### src/rtl/tahp_pkg.sv
`timescale 1ns / 1ps
// ----------------------------------------------------------------------------
// tahp_pkg: shared types and constants of the two-axis home and position core
// Holds the phase and status encodings, drive codes, register indexes and
// the structs that carry items, results and configuration between modules.
// ----------------------------------------------------------------------------
package tahp_pkg;

  // Highest slot number that a move accepts.
  localparam int unsigned MAX_SLOT = 15;
  localparam logic [7:0] SLOT_LIMIT = 8'(MAX_SLOT);

  // Reset values of the timing registers.
  localparam logic [15:0] BACKOFF_RESET = 16'd500;
  localparam logic [15:0] TIMEOUT_RESET = 16'd20000;

  // Largest position a move target may reach.
  localparam logic [16:0] TARGET_MAX = 17'd32767;
  localparam logic [15:0] COUNT_MAX  = 16'hFFFF;

  typedef enum logic [1:0] {
    PH_IDLE    = 2'd0,
    PH_BACKOFF = 2'd1,
    PH_SEEK    = 2'd2,
    PH_MOVE    = 2'd3
  } phase_e;

  typedef enum logic [1:0] {
    KIND_TICK = 2'd0,
    KIND_HOME = 2'd1,
    KIND_MOVE = 2'd2
  } kind_e;

  typedef enum logic [2:0] {
    ST_NONE        = 3'd0,
    ST_HOME_OK     = 3'd1,
    ST_HOME_MISSED = 3'd2,
    ST_BLOCKED     = 3'd3,
    ST_MOVE_DONE   = 3'd4
  } status_e;

  // Motor drive codes.
  localparam logic [1:0] DRV_BRAKE = 2'd0;
  localparam logic [1:0] DRV_LEFT  = 2'd1;
  localparam logic [1:0] DRV_RIGHT = 2'd2;
  localparam logic [1:0] DRV_DOWN  = 2'd1;
  localparam logic [1:0] DRV_UP    = 2'd2;

  // Register indexes (byte address divided by four).
  localparam logic [2:0] REG_COLUMN_ORIGIN = 3'd0;
  localparam logic [2:0] REG_COLUMN_PITCH  = 3'd1;
  localparam logic [2:0] REG_ROW_ORIGIN    = 3'd2;
  localparam logic [2:0] REG_ROW_PITCH     = 3'd3;
  localparam logic [2:0] REG_LIFT_HEIGHT   = 3'd4;
  localparam logic [2:0] REG_BACKOFF       = 3'd5;
  localparam logic [2:0] REG_HOME_TIMEOUT  = 3'd6;

  typedef struct packed {
    logic [13:0] column_origin;
    logic [13:0] column_pitch;
    logic [13:0] row_origin;
    logic [11:0] row_pitch;
    logic [11:0] lift_height;
    logic [15:0] backoff_ticks;
    logic [15:0] home_timeout_ticks;
  } cfg_t;

  typedef struct packed {
    logic [1:0] kind;
    logic [3:0] slot;
    logic       lift;
    logic       lower_switch;
    logic       left_switch;
    logic       horiz_pulse;
    logic       vert_pulse;
  } item_t;

  typedef struct packed {
    logic [1:0]         horiz_drive;
    logic [1:0]         vert_drive;
    logic               busy_res;
    status_e            status;
    logic signed [15:0] x_position;
    logic signed [15:0] y_position;
  } result_t;

  typedef struct packed {
    logic        running;
    logic [15:0] count;
    logic [15:0] position;
  } axis_t;

endpackage

### src/rtl/tahp_cfg.sv
`timescale 1ns / 1ps
// ----------------------------------------------------------------------------
// tahp_cfg: configuration register file
// APB-style slave holding the shelf geometry and the homing time limits.
// ----------------------------------------------------------------------------
module tahp_cfg (
  input  logic              clk_i,
  input  logic              rst_ni,
  input  logic              psel,
  input  logic              penable,
  input  logic              pwrite,
  input  logic [4:0]        paddr,
  input  logic [31:0]       pwdata,
  output logic [31:0]       prdata,
  output logic              pready,
  output tahp_pkg::cfg_t    cfg_o
);
  import tahp_pkg::*;

  cfg_t       cfg_q;
  cfg_t       cfg_d;
  logic       wr_en;
  logic [2:0] reg_idx;

  assign pready  = 1'b1;
  assign reg_idx = paddr[4:2];
  assign wr_en   = psel && penable && pwrite;
  assign cfg_o   = cfg_q;

  always_comb begin
    cfg_d = cfg_q;
    if (wr_en) begin
      case (reg_idx)
        REG_COLUMN_ORIGIN: cfg_d.column_origin      = pwdata[13:0];
        REG_COLUMN_PITCH:  cfg_d.column_pitch       = pwdata[13:0];
        REG_ROW_ORIGIN:    cfg_d.row_origin         = pwdata[13:0];
        REG_ROW_PITCH:     cfg_d.row_pitch          = pwdata[11:0];
        REG_LIFT_HEIGHT:   cfg_d.lift_height        = pwdata[11:0];
        REG_BACKOFF:       cfg_d.backoff_ticks      = pwdata[15:0];
        REG_HOME_TIMEOUT:  cfg_d.home_timeout_ticks = pwdata[15:0];
        default:           cfg_d = cfg_q;
      endcase
    end
  end

  always_comb begin
    case (reg_idx)
      REG_COLUMN_ORIGIN: prdata = {18'd0, cfg_q.column_origin};
      REG_COLUMN_PITCH:  prdata = {18'd0, cfg_q.column_pitch};
      REG_ROW_ORIGIN:    prdata = {18'd0, cfg_q.row_origin};
      REG_ROW_PITCH:     prdata = {20'd0, cfg_q.row_pitch};
      REG_LIFT_HEIGHT:   prdata = {20'd0, cfg_q.lift_height};
      REG_BACKOFF:       prdata = {16'd0, cfg_q.backoff_ticks};
      REG_HOME_TIMEOUT:  prdata = {16'd0, cfg_q.home_timeout_ticks};
      default:           prdata = 32'd0;
    endcase
  end

  always_ff @(posedge clk_i or negedge rst_ni) begin
    if (!rst_ni) begin
      cfg_q.column_origin      <= 14'd0;
      cfg_q.column_pitch       <= 14'd0;
      cfg_q.row_origin         <= 14'd0;
      cfg_q.row_pitch          <= 12'd0;
      cfg_q.lift_height        <= 12'd0;
      cfg_q.backoff_ticks      <= BACKOFF_RESET;
      cfg_q.home_timeout_ticks <= TIMEOUT_RESET;
    end else begin
      cfg_q <= cfg_d;
    end
  end

endmodule

### src/rtl/tahp_step.sv
`timescale 1ns / 1ps
// ----------------------------------------------------------------------------
// tahp_step: sequencer state and single-tick update
// Holds the homing and move state and computes the result of one tick.
// ----------------------------------------------------------------------------
module tahp_step (
  input  logic              clk_i,
  input  logic              rst_ni,
  input  logic              advance_i,
  input  tahp_pkg::item_t   item_i,
  input  tahp_pkg::cfg_t    cfg_i,
  output tahp_pkg::result_t result_o
);
  import tahp_pkg::*;

  phase_e      phase_q, phase_d;
  logic [15:0] hpos_q, hpos_d, vpos_q, vpos_d;
  logic        hrun_q, hrun_d, vrun_q, vrun_d;
  logic [15:0] timer_q, timer_d;
  logic [15:0] hcnt_q, hcnt_d, vcnt_q, vcnt_d;
  logic [15:0] hmag_q, hmag_d, vmag_q, vmag_d;
  logic        hfwd_q, hfwd_d, vfwd_q, vfwd_d;

  logic [15:0] timer_inc;
  logic [3:0]  slot_m1;
  logic [14:0] row_off;
  logic [16:0] tx_raw, ty_raw, tx_sat, ty_sat;
  logic signed [16:0] hdist, vdist;
  logic [15:0] hmag_new, vmag_new;
  axis_t       h_axis, v_axis;
  logic [1:0]  hd, vd;
  status_e     status;
  logic        move_ok;

  // One axis of a move: count a pulse, stop and commit the position once
  // the count reaches the distance.
  function automatic axis_t axis_step(logic run, logic [15:0] cnt, logic [15:0] mag,
                                      logic fwd, logic [15:0] pos, logic pulse);
    axis_t a;
    a.running  = run;
    a.count    = cnt;
    a.position = pos;
    if (run) begin
      if (pulse && cnt != COUNT_MAX) begin
        a.count = cnt + 16'd1;
      end
      if (a.count >= mag) begin
        a.running  = 1'b0;
        a.position = fwd ? pos + a.count : pos - a.count;
      end
    end
    return a;
  endfunction

  assign timer_inc = (timer_q != COUNT_MAX) ? timer_q + 16'd1 : timer_q;
  assign move_ok   = {4'd0, item_i.slot} <= SLOT_LIMIT;

  // Move target from the slot: two columns alternate, rows climb by pairs.
  always_comb begin
    slot_m1 = item_i.slot - 4'd1;
    row_off = {12'd0, slot_m1[3:1]} * {3'd0, cfg_i.row_pitch};
    if (item_i.slot != 4'd0) begin
      tx_raw = {3'd0, cfg_i.column_origin} +
               (slot_m1[0] ? {3'd0, cfg_i.column_pitch} : 17'd0);
      ty_raw = {3'd0, cfg_i.row_origin} + {2'd0, row_off};
    end else begin
      tx_raw = 17'd0;
      ty_raw = 17'd0;
    end
    if (item_i.lift) begin
      ty_raw = ty_raw + {5'd0, cfg_i.lift_height};
    end
    tx_sat   = (tx_raw > TARGET_MAX) ? TARGET_MAX : tx_raw;
    ty_sat   = (ty_raw > TARGET_MAX) ? TARGET_MAX : ty_raw;
    hdist    = $signed(tx_sat) - $signed({hpos_q[15], hpos_q});
    vdist    = $signed(ty_sat) - $signed({vpos_q[15], vpos_q});
    hmag_new = hdist[16] ? 16'(-hdist) : hdist[15:0];
    vmag_new = vdist[16] ? 16'(-vdist) : vdist[15:0];
  end

  assign h_axis = axis_step(hrun_q, hcnt_q, hmag_q, hfwd_q, hpos_q, item_i.horiz_pulse);
  assign v_axis = axis_step(vrun_q, vcnt_q, vmag_q, vfwd_q, vpos_q, item_i.vert_pulse);

  always_comb begin
    phase_d = phase_q;
    hpos_d  = hpos_q;
    vpos_d  = vpos_q;
    hrun_d  = hrun_q;
    vrun_d  = vrun_q;
    timer_d = timer_q;
    hcnt_d  = hcnt_q;
    vcnt_d  = vcnt_q;
    hmag_d  = hmag_q;
    vmag_d  = vmag_q;
    hfwd_d  = hfwd_q;
    vfwd_d  = vfwd_q;
    hd      = DRV_BRAKE;
    vd      = DRV_BRAKE;
    status  = ST_NONE;
    case (phase_q)
      PH_IDLE: begin
        if (item_i.kind == KIND_HOME) begin
          timer_d = 16'd0;
          if (item_i.lower_switch || item_i.left_switch) begin
            phase_d = PH_BACKOFF;
            hrun_d  = item_i.left_switch;
            vrun_d  = item_i.lower_switch;
            hd      = item_i.left_switch ? DRV_RIGHT : DRV_BRAKE;
            vd      = item_i.lower_switch ? DRV_UP : DRV_BRAKE;
          end else begin
            phase_d = PH_SEEK;
            hrun_d  = 1'b1;
            vrun_d  = 1'b1;
            hd      = DRV_LEFT;
            vd      = DRV_DOWN;
          end
        end else if (item_i.kind == KIND_MOVE && move_ok) begin
          hcnt_d = 16'd0;
          vcnt_d = 16'd0;
          hmag_d = hmag_new;
          vmag_d = vmag_new;
          hfwd_d = !hdist[16] && (hdist != 17'sd0);
          vfwd_d = !vdist[16] && (vdist != 17'sd0);
          hrun_d = hdist != 17'sd0;
          vrun_d = vdist != 17'sd0;
          if (hrun_d || vrun_d) begin
            phase_d = PH_MOVE;
            hd      = hrun_d ? (hfwd_d ? DRV_RIGHT : DRV_LEFT) : DRV_BRAKE;
            vd      = vrun_d ? (vfwd_d ? DRV_UP : DRV_DOWN) : DRV_BRAKE;
          end else begin
            status = ST_MOVE_DONE;
          end
        end
      end
      PH_BACKOFF: begin
        timer_d = timer_inc;
        if (timer_inc >= cfg_i.backoff_ticks) begin
          if (item_i.lower_switch || item_i.left_switch) begin
            phase_d = PH_IDLE;
            hrun_d  = 1'b0;
            vrun_d  = 1'b0;
            status  = ST_BLOCKED;
          end else begin
            phase_d = PH_SEEK;
            hrun_d  = 1'b1;
            vrun_d  = 1'b1;
            timer_d = 16'd0;
            hd      = DRV_LEFT;
            vd      = DRV_DOWN;
          end
        end else begin
          hd = hrun_q ? DRV_RIGHT : DRV_BRAKE;
          vd = vrun_q ? DRV_UP : DRV_BRAKE;
        end
      end
      PH_SEEK: begin
        hrun_d  = hrun_q && !item_i.left_switch;
        vrun_d  = vrun_q && !item_i.lower_switch;
        timer_d = timer_inc;
        if ((!hrun_d && !vrun_d) || timer_inc >= cfg_i.home_timeout_ticks) begin
          phase_d = PH_IDLE;
          hrun_d  = 1'b0;
          vrun_d  = 1'b0;
          hpos_d  = 16'd0;
          vpos_d  = 16'd0;
          status  = (item_i.lower_switch && item_i.left_switch) ? ST_HOME_OK
                                                                : ST_HOME_MISSED;
        end else begin
          hd = hrun_d ? DRV_LEFT : DRV_BRAKE;
          vd = vrun_d ? DRV_DOWN : DRV_BRAKE;
        end
      end
      PH_MOVE: begin
        hrun_d = h_axis.running;
        hcnt_d = h_axis.count;
        hpos_d = h_axis.position;
        vrun_d = v_axis.running;
        vcnt_d = v_axis.count;
        vpos_d = v_axis.position;
        if (!h_axis.running && !v_axis.running) begin
          phase_d = PH_IDLE;
          status  = ST_MOVE_DONE;
        end else begin
          hd = h_axis.running ? (hfwd_q ? DRV_RIGHT : DRV_LEFT) : DRV_BRAKE;
          vd = v_axis.running ? (vfwd_q ? DRV_UP : DRV_DOWN) : DRV_BRAKE;
        end
      end
      default: phase_d = PH_IDLE;
    endcase
  end

  assign result_o.horiz_drive = hd;
  assign result_o.vert_drive  = vd;
  assign result_o.busy_res    = phase_d != PH_IDLE;
  assign result_o.status      = status;
  assign result_o.x_position  = $signed(hpos_d);
  assign result_o.y_position  = $signed(vpos_d);

  always_ff @(posedge clk_i or negedge rst_ni) begin
    if (!rst_ni) begin
      phase_q <= PH_IDLE;
      hpos_q  <= 16'd0;
      vpos_q  <= 16'd0;
      hrun_q  <= 1'b0;
      vrun_q  <= 1'b0;
      timer_q <= 16'd0;
      hcnt_q  <= 16'd0;
      vcnt_q  <= 16'd0;
      hmag_q  <= 16'd0;
      vmag_q  <= 16'd0;
      hfwd_q  <= 1'b0;
      vfwd_q  <= 1'b0;
    end else if (advance_i) begin
      phase_q <= phase_d;
      hpos_q  <= hpos_d;
      vpos_q  <= vpos_d;
      hrun_q  <= hrun_d;
      vrun_q  <= vrun_d;
      timer_q <= timer_d;
      hcnt_q  <= hcnt_d;
      vcnt_q  <= vcnt_d;
      hmag_q  <= hmag_d;
      vmag_q  <= vmag_d;
      hfwd_q  <= hfwd_d;
      vfwd_q  <= vfwd_d;
    end
  end

endmodule

### src/rtl/two_axis_home_and_position_core.sv
`timescale 1ns / 1ps
// Timing: a tick held in the input register is processed at an edge at which
// the result register is free, and its result is then offered from that register.
// Throughput: one tick per clock cycle, held up only by a stalled result.
// Reset: registers return to their defaults (backoff 500, timeout 20000,
// geometry zero), the sequencer goes idle and both positions become zero.
// ----------------------------------------------------------------------------
// two_axis_home_and_position_core: two-axis gantry homing and positioning
// Takes one sampling tick per transfer (endstops, encoder edges, command),
// runs the homing or move sequencer and returns motor drives, status and
// positions for every tick.
// ----------------------------------------------------------------------------
module two_axis_home_and_position_core (
  input  logic               clk_i,
  input  logic               rst_ni,
  // Configuration port.
  input  logic               psel,
  input  logic               penable,
  input  logic               pwrite,
  input  logic [4:0]         paddr,
  input  logic [31:0]        pwdata,
  output logic [31:0]        prdata,
  output logic               pready,
  // Tick input channel.
  input  logic               in_valid_i,
  output logic               in_stall_o,
  input  logic [1:0]         kind_i,
  input  logic [3:0]         slot_i,
  input  logic               lift_i,
  input  logic               lower_switch_i,
  input  logic               left_switch_i,
  input  logic               horiz_pulse_i,
  input  logic               vert_pulse_i,
  // Result output channel.
  output logic               out_valid_o,
  input  logic               out_stall_i,
  output logic [1:0]         horiz_drive_o,
  output logic [1:0]         vert_drive_o,
  output logic               busy_res_o,
  output logic [2:0]         status_o,
  output logic signed [15:0] x_position_o,
  output logic signed [15:0] y_position_o
);
  import tahp_pkg::*;

  cfg_t    cfg;
  item_t   item_q;
  logic    in_valid_q;
  logic    out_valid_q;
  result_t result_d;
  result_t result_q;
  logic    in_accept;
  logic    advance;

  tahp_cfg u_cfg (
    .clk_i   (clk_i),
    .rst_ni  (rst_ni),
    .psel    (psel),
    .penable (penable),
    .pwrite  (pwrite),
    .paddr   (paddr),
    .pwdata  (pwdata),
    .prdata  (prdata),
    .pready  (pready),
    .cfg_o   (cfg)
  );

  // The sequencer state moves forward only when a held tick can place its
  // result in the result register, either because that register is empty or
  // because its result transfers in this same cycle.
  assign advance    = in_valid_q && (!out_valid_q || !out_stall_i);
  assign in_stall_o = in_valid_q && !advance;
  assign in_accept  = in_valid_i && !in_stall_o;

  tahp_step u_step (
    .clk_i     (clk_i),
    .rst_ni    (rst_ni),
    .advance_i (advance),
    .item_i    (item_q),
    .cfg_i     (cfg),
    .result_o  (result_d)
  );

  // Input register: the held tick can be replaced in the same cycle it is used.
  always_ff @(posedge clk_i or negedge rst_ni) begin
    if (!rst_ni) begin
      in_valid_q <= 1'b0;
    end else if (in_accept) begin
      in_valid_q <= 1'b1;
    end else if (advance) begin
      in_valid_q <= 1'b0;
    end
  end

  always_ff @(posedge clk_i) begin
    if (in_accept) begin
      item_q.kind         <= kind_i;
      item_q.slot         <= slot_i;
      item_q.lift         <= lift_i;
      item_q.lower_switch <= lower_switch_i;
      item_q.left_switch  <= left_switch_i;
      item_q.horiz_pulse  <= horiz_pulse_i;
      item_q.vert_pulse   <= vert_pulse_i;
    end
  end

  // Result register: holds a result until its transfer completes.
  always_ff @(posedge clk_i or negedge rst_ni) begin
    if (!rst_ni) begin
      out_valid_q <= 1'b0;
    end else if (advance) begin
      out_valid_q <= 1'b1;
    end else if (!out_stall_i) begin
      out_valid_q <= 1'b0;
    end
  end

  always_ff @(posedge clk_i) begin
    if (advance) begin
      result_q <= result_d;
    end
  end

  assign out_valid_o   = out_valid_q;
  assign horiz_drive_o = result_q.horiz_drive;
  assign vert_drive_o  = result_q.vert_drive;
  assign busy_res_o    = result_q.busy_res;
  assign status_o      = result_q.status;
  assign x_position_o  = result_q.x_position;
  assign y_position_o  = result_q.y_position;

  // A sequence reports its status only on the tick it ends.
  a_status_when_done : assert property (@(posedge clk_i) disable iff (!rst_ni)
    out_valid_o && status_o != ST_NONE |-> !busy_res_o)
    else $error("status reported while a sequence is still running");

  // Motors are braked whenever no sequence is running.
  a_brake_when_idle : assert property (@(posedge clk_i) disable iff (!rst_ni)
    out_valid_o && !busy_res_o |-> horiz_drive_o == DRV_BRAKE && vert_drive_o == DRV_BRAKE)
    else $error("motor driven while idle");

  // The end of homing always leaves both positions at zero.
  a_home_zeroes : assert property (@(posedge clk_i) disable iff (!rst_ni)
    out_valid_o && (status_o == ST_HOME_OK || status_o == ST_HOME_MISSED)
    |-> x_position_o == 16'sd0 && y_position_o == 16'sd0)
    else $error("homing ended with a nonzero position");

  // The input side is held up only by a full, stalled result register.
  a_stall_cause : assert property (@(posedge clk_i) disable iff (!rst_ni)
    in_stall_o |-> out_valid_o && out_stall_i)
    else $error("input stalled without a stalled result");

endmodule

### config.mk
export PLATFORM = sky130hd
export DESIGN_NAME = two_axis_home_and_position_core
export DESIGN_NICKNAME = d
export VERILOG_FILES = /design/src/rtl/tahp_pkg.sv /design/src/rtl/tahp_cfg.sv /design/src/rtl/tahp_step.sv /design/src/rtl/two_axis_home_and_position_core.sv
export SDC_FILE = /design/constraint.sdc
export NUM_CORES = 1
export LEC_CHECK = 0
export CAP_MARGIN = 15
export CORE_ASPECT_RATIO = 0.6
export CORE_UTILIZATION = 29
export CTS_BUF_LIST = sky130_fd_sc_hd__clkbuf_8
export CTS_CLUSTER_DIAMETER = 50
export CTS_CLUSTER_SIZE = 40
export DETAILED_ROUTE_END_ITERATION = 16
export DONT_BUFFER_PORTS = 1
export GPL_TIMING_DRIVEN = 1
export PLACE_DENSITY_LB_ADDON = 0.3
export SYNTH_ARGS = -nofsm -noshare
export SYNTH_HDL_FRONTEND = slang
export SYNTH_HIERARCHICAL = 1
export SYNTH_SLANG_ARGS = --single-unit
### constraint.sdc
create_clock -name clk_i -period 12.1 [get_ports clk_i]
set_input_delay 1.21 -clock clk_i [delete_from_list [all_inputs] [get_ports clk_i]]
set_output_delay 1.21 -clock clk_i [all_outputs]
set_load 0.05 [all_outputs]
==> run summary <==
unique cell type count in the Yosys netlist -> 108
drt first pass iters -> 5
I/O pin count -> 130
Vias -> 17881
Final ANT Viol Nets -> 0
Die Area -> 77500 um^2
CP Depth -> 29
async set or reset register ratio after synthesis -> 0.810
cell family with most CP delay -> compound AO/OA/AOI/OAI gates
Starting DRT DRC Count -> 1448
number of flops mapped to enable cells by yosys -> 51
Routed WL -> 64100 um
Cell Area, Synth -> 22200 um^2
CP max-delay cell -> a2111oi_0
Clk pin slew, worst setup/hold paths -> 80 ps
unrepaired setup endpoints after global routing -> no
Final Cycle Share -> 0.816
multiplexer share of the synthesized area -> 0.0857
outcome -> finished, final reports clean
postcts setup bufs -> 0
Worst Tran Pin Value -> 1190 ps
Num CTS Buffers -> 39
post-cts resize count -> 0
Die Y-Extent -> 216 um
Post-CTS Hold Buffers -> 0
site row count -> 78
Max Clock Skew -> 40.7 ps
CP Capture Type -> flop
Placer Congestion -> 0.881
worst path required time -> 12480 ps
root buf cell -> clkbuf_8
Final Hold Fails -> 0
fin util -> 0.319
area fraction of the dominant cell type after synthesis -> 0.234
synthesis-to-finish area growth -> 8.62%
Seq/Total Area, Yosys -> 0.316
Critical Path Max Stage Delay -> 700 ps
Synth area leader -> dfrtp_1
Synth Register Bits -> 269
number of H-tree levels -> 2
Worst Setup Start Kind -> flop
fill count -> 7917
Post-Synth Simple-Gate Area -> 0.170
Register Area -> 7000 um^2
R2R depth -> 29
CTS Buffer Depth -> 3
initial core utilization -> 0.293
dpl hpwl -> 49300 um
XOR/XNOR Fraction of Synth Area -> 0.0663
Worst Setup SP -> item_q[5]$_DFFE_PP_
WP buf/inv -> 3
area of the multi-input gates -> 13900 um^2
LEAKAGE -> 10.9 nW
max FFs per register -> 98
worst min-delay path class -> primary input to asynchronous set/reset pin
layout cells sized above 1 -> 0.125
Most used DFF post-synth -> dfrtp_1
core outline area -> 75500 um^2
DRC -> 0
largest family of logic cells by synthesized area -> compound AO/OA/AOI/OAI gates
DR WL/cell -> 18.6 um
Die W -> 359 um
CP max FO -> 16
Peak VDD IR -> 0.000144 V
WS Path Type -> flop to flop
f_max -> 101 MHz
fin crit period -> 9870 ps
post-synthesis compound-gate area fraction -> 0.174
crit path DAT -> 10250 ps
area share of fa/ha/maj cells after synthesis -> 0.128
grt total ovfl -> 0
Nets -> 2676
Worst-Skew Late Latency -> 630 ps
Vias/cell -> 5.19
PwrDens -> 221 nW/um^2
first-pass GRT wire length -> 100000 um
final number of setup-violating endpoints -> 0
initial antenna violation count -> 5
Setup TNS Final -> 0 ps
yosys warns -> 6
CTS tree -> done
gr usage total -> 0.162
vias in the first global route -> 17229
RR Startpoint -> item_q[5]$_DFFE_PP_
Synth Instances -> 2434
max_slew headroom -> 0.201
MaxCap Viol Count -> 0
Port-buffer cells -> 0
Area contributors post-synth -> dfrtp_1, ha_1, edfxtp_1
fin. max-slew vios -> 0
Sink Count -> 269
largest net degree at the start of global routing -> 219
Syn Area/Cell -> 9.10 um^2
[per-stage QoR]
step	setup WS, ps	hold slack, ps	cell area (um^2)	power, mW	std cells
after floorplan	3820	449	22200	3.74	2449
after global placement	2530	472	23100	4.34	3368
after CTS	2480	228	24000	5.32	3442
after detailed placement	2470	475	23200	4.42	3370
final	2230	299	24100	5.31	3444
after global routing	1690	240	24100	5.76	3443
[logic make-up (layout without fill, tap and decap cells)]
kind of cell,after synthesis,count (layout)
AND/OR/NAND/NOR,724,724
AO/OA/AOI/OAI,569,569
buffers and inverters,322,316
flip-flops,269,269
adder cells (fa/ha/maj),209,209
multiplexers,172,172
XOR/XNOR,166,166
other,3,19
[worst paths after layout]
| kind | end | slack (ps) |
|---|---|---|
| worst min-delay path | u_step/hpos_q[4]$_DFFE_PN0P_ | 300 |
| worst max-delay path | busy_res_o$_DFFE_PP_ | 2230 |
| worst max register to register | busy_res_o$_DFFE_PP_ | 2230 |
| min in group clk_i | u_step/vmag_q[11]$_DFFE_PN0P_ | 490 |
| worst min register to register | u_step/vmag_q[11]$_DFFE_PN0P_ | 490 |
| max in group asynchronous | u_cfg/cfg_o[20]$_DFFE_PN1P_ | 11430 |
[power by group]
part / internal [mW] / switching, mW / leakage [nW]
clock network: 0.410 / 0.446 / 0.432
logic: 1.29 / 1.86 / 7.17
registers: 1.09 / 0.219 / 3.35
total: 2.79 / 2.52 / 10.9
[cells in the final DEF, fill, tap and decap left out, types with 13 or more instances in the layout]
| master | count |
|---|---|
| a31oi_1 | 32 |
| nor2b_1 | 63 |
| xor2_1 | 66 |
| nor2_1 | 123 |
| a211oi_1 | 14 |
| a21oi_1 | 111 |
| nand2_1 | 239 |
| nand3_1 | 43 |
| o21a_1 | 21 |
| and2_1 | 34 |
| nand4_1 | 27 |
| nand2b_1 | 41 |
| clkbuf_8 | 42 |
| conb_1 | 18 |
| inv_1 | 217 |
| buf_4 | 23 |
| ha_1 | 180 |
| o31ai_1 | 18 |
| mux2_2 | 135 |
| and3_1 | 25 |
| dfrtp_1 | 207 |
| edfxtp_1 | 51 |
| xnor2_1 | 98 |
| nor3_1 | 34 |
| a22o_1 | 44 |
| o21ai_0 | 147 |
| or3_1 | 13 |
| mux2i_1 | 34 |
| fa_1 | 29 |
| a21o_1 | 55 |
[cell type report]
cell class	instances	area share
flip-flops and latches	269	0.291
well taps	1000	0.0520
clock inverters	30	0.0126
repair buffers	26	0.00858
clock buffers	42	0.0240
inverters	218	0.0340
multi-input cells	1858	0.578
diodes	1	0.000104
[layer usage]
layer / GRT usage / vias to the layer above / part of all wire
met5: 0 / - / 0.00069
li1: - / 8545 / -
met3: 0.0322 / 73 / 0.064
met2: 0.240 / 460 / 0.42
met4: 0.0323 / 8 / 0.015
met1: 0.241 / 8795 / 0.50
[synthesized netlist by cell type (all sizes together) (55+ instances only)]
cell	n
dfrtp	207
a21o	56
a21oi	113
mux2	138
xor2	67
xnor2	99
ha	180
nor2	126
nand2	240
inv	218
o21ai	154
clkbuf	55
nor2b	63
Power figures use the tool's default switching activity.
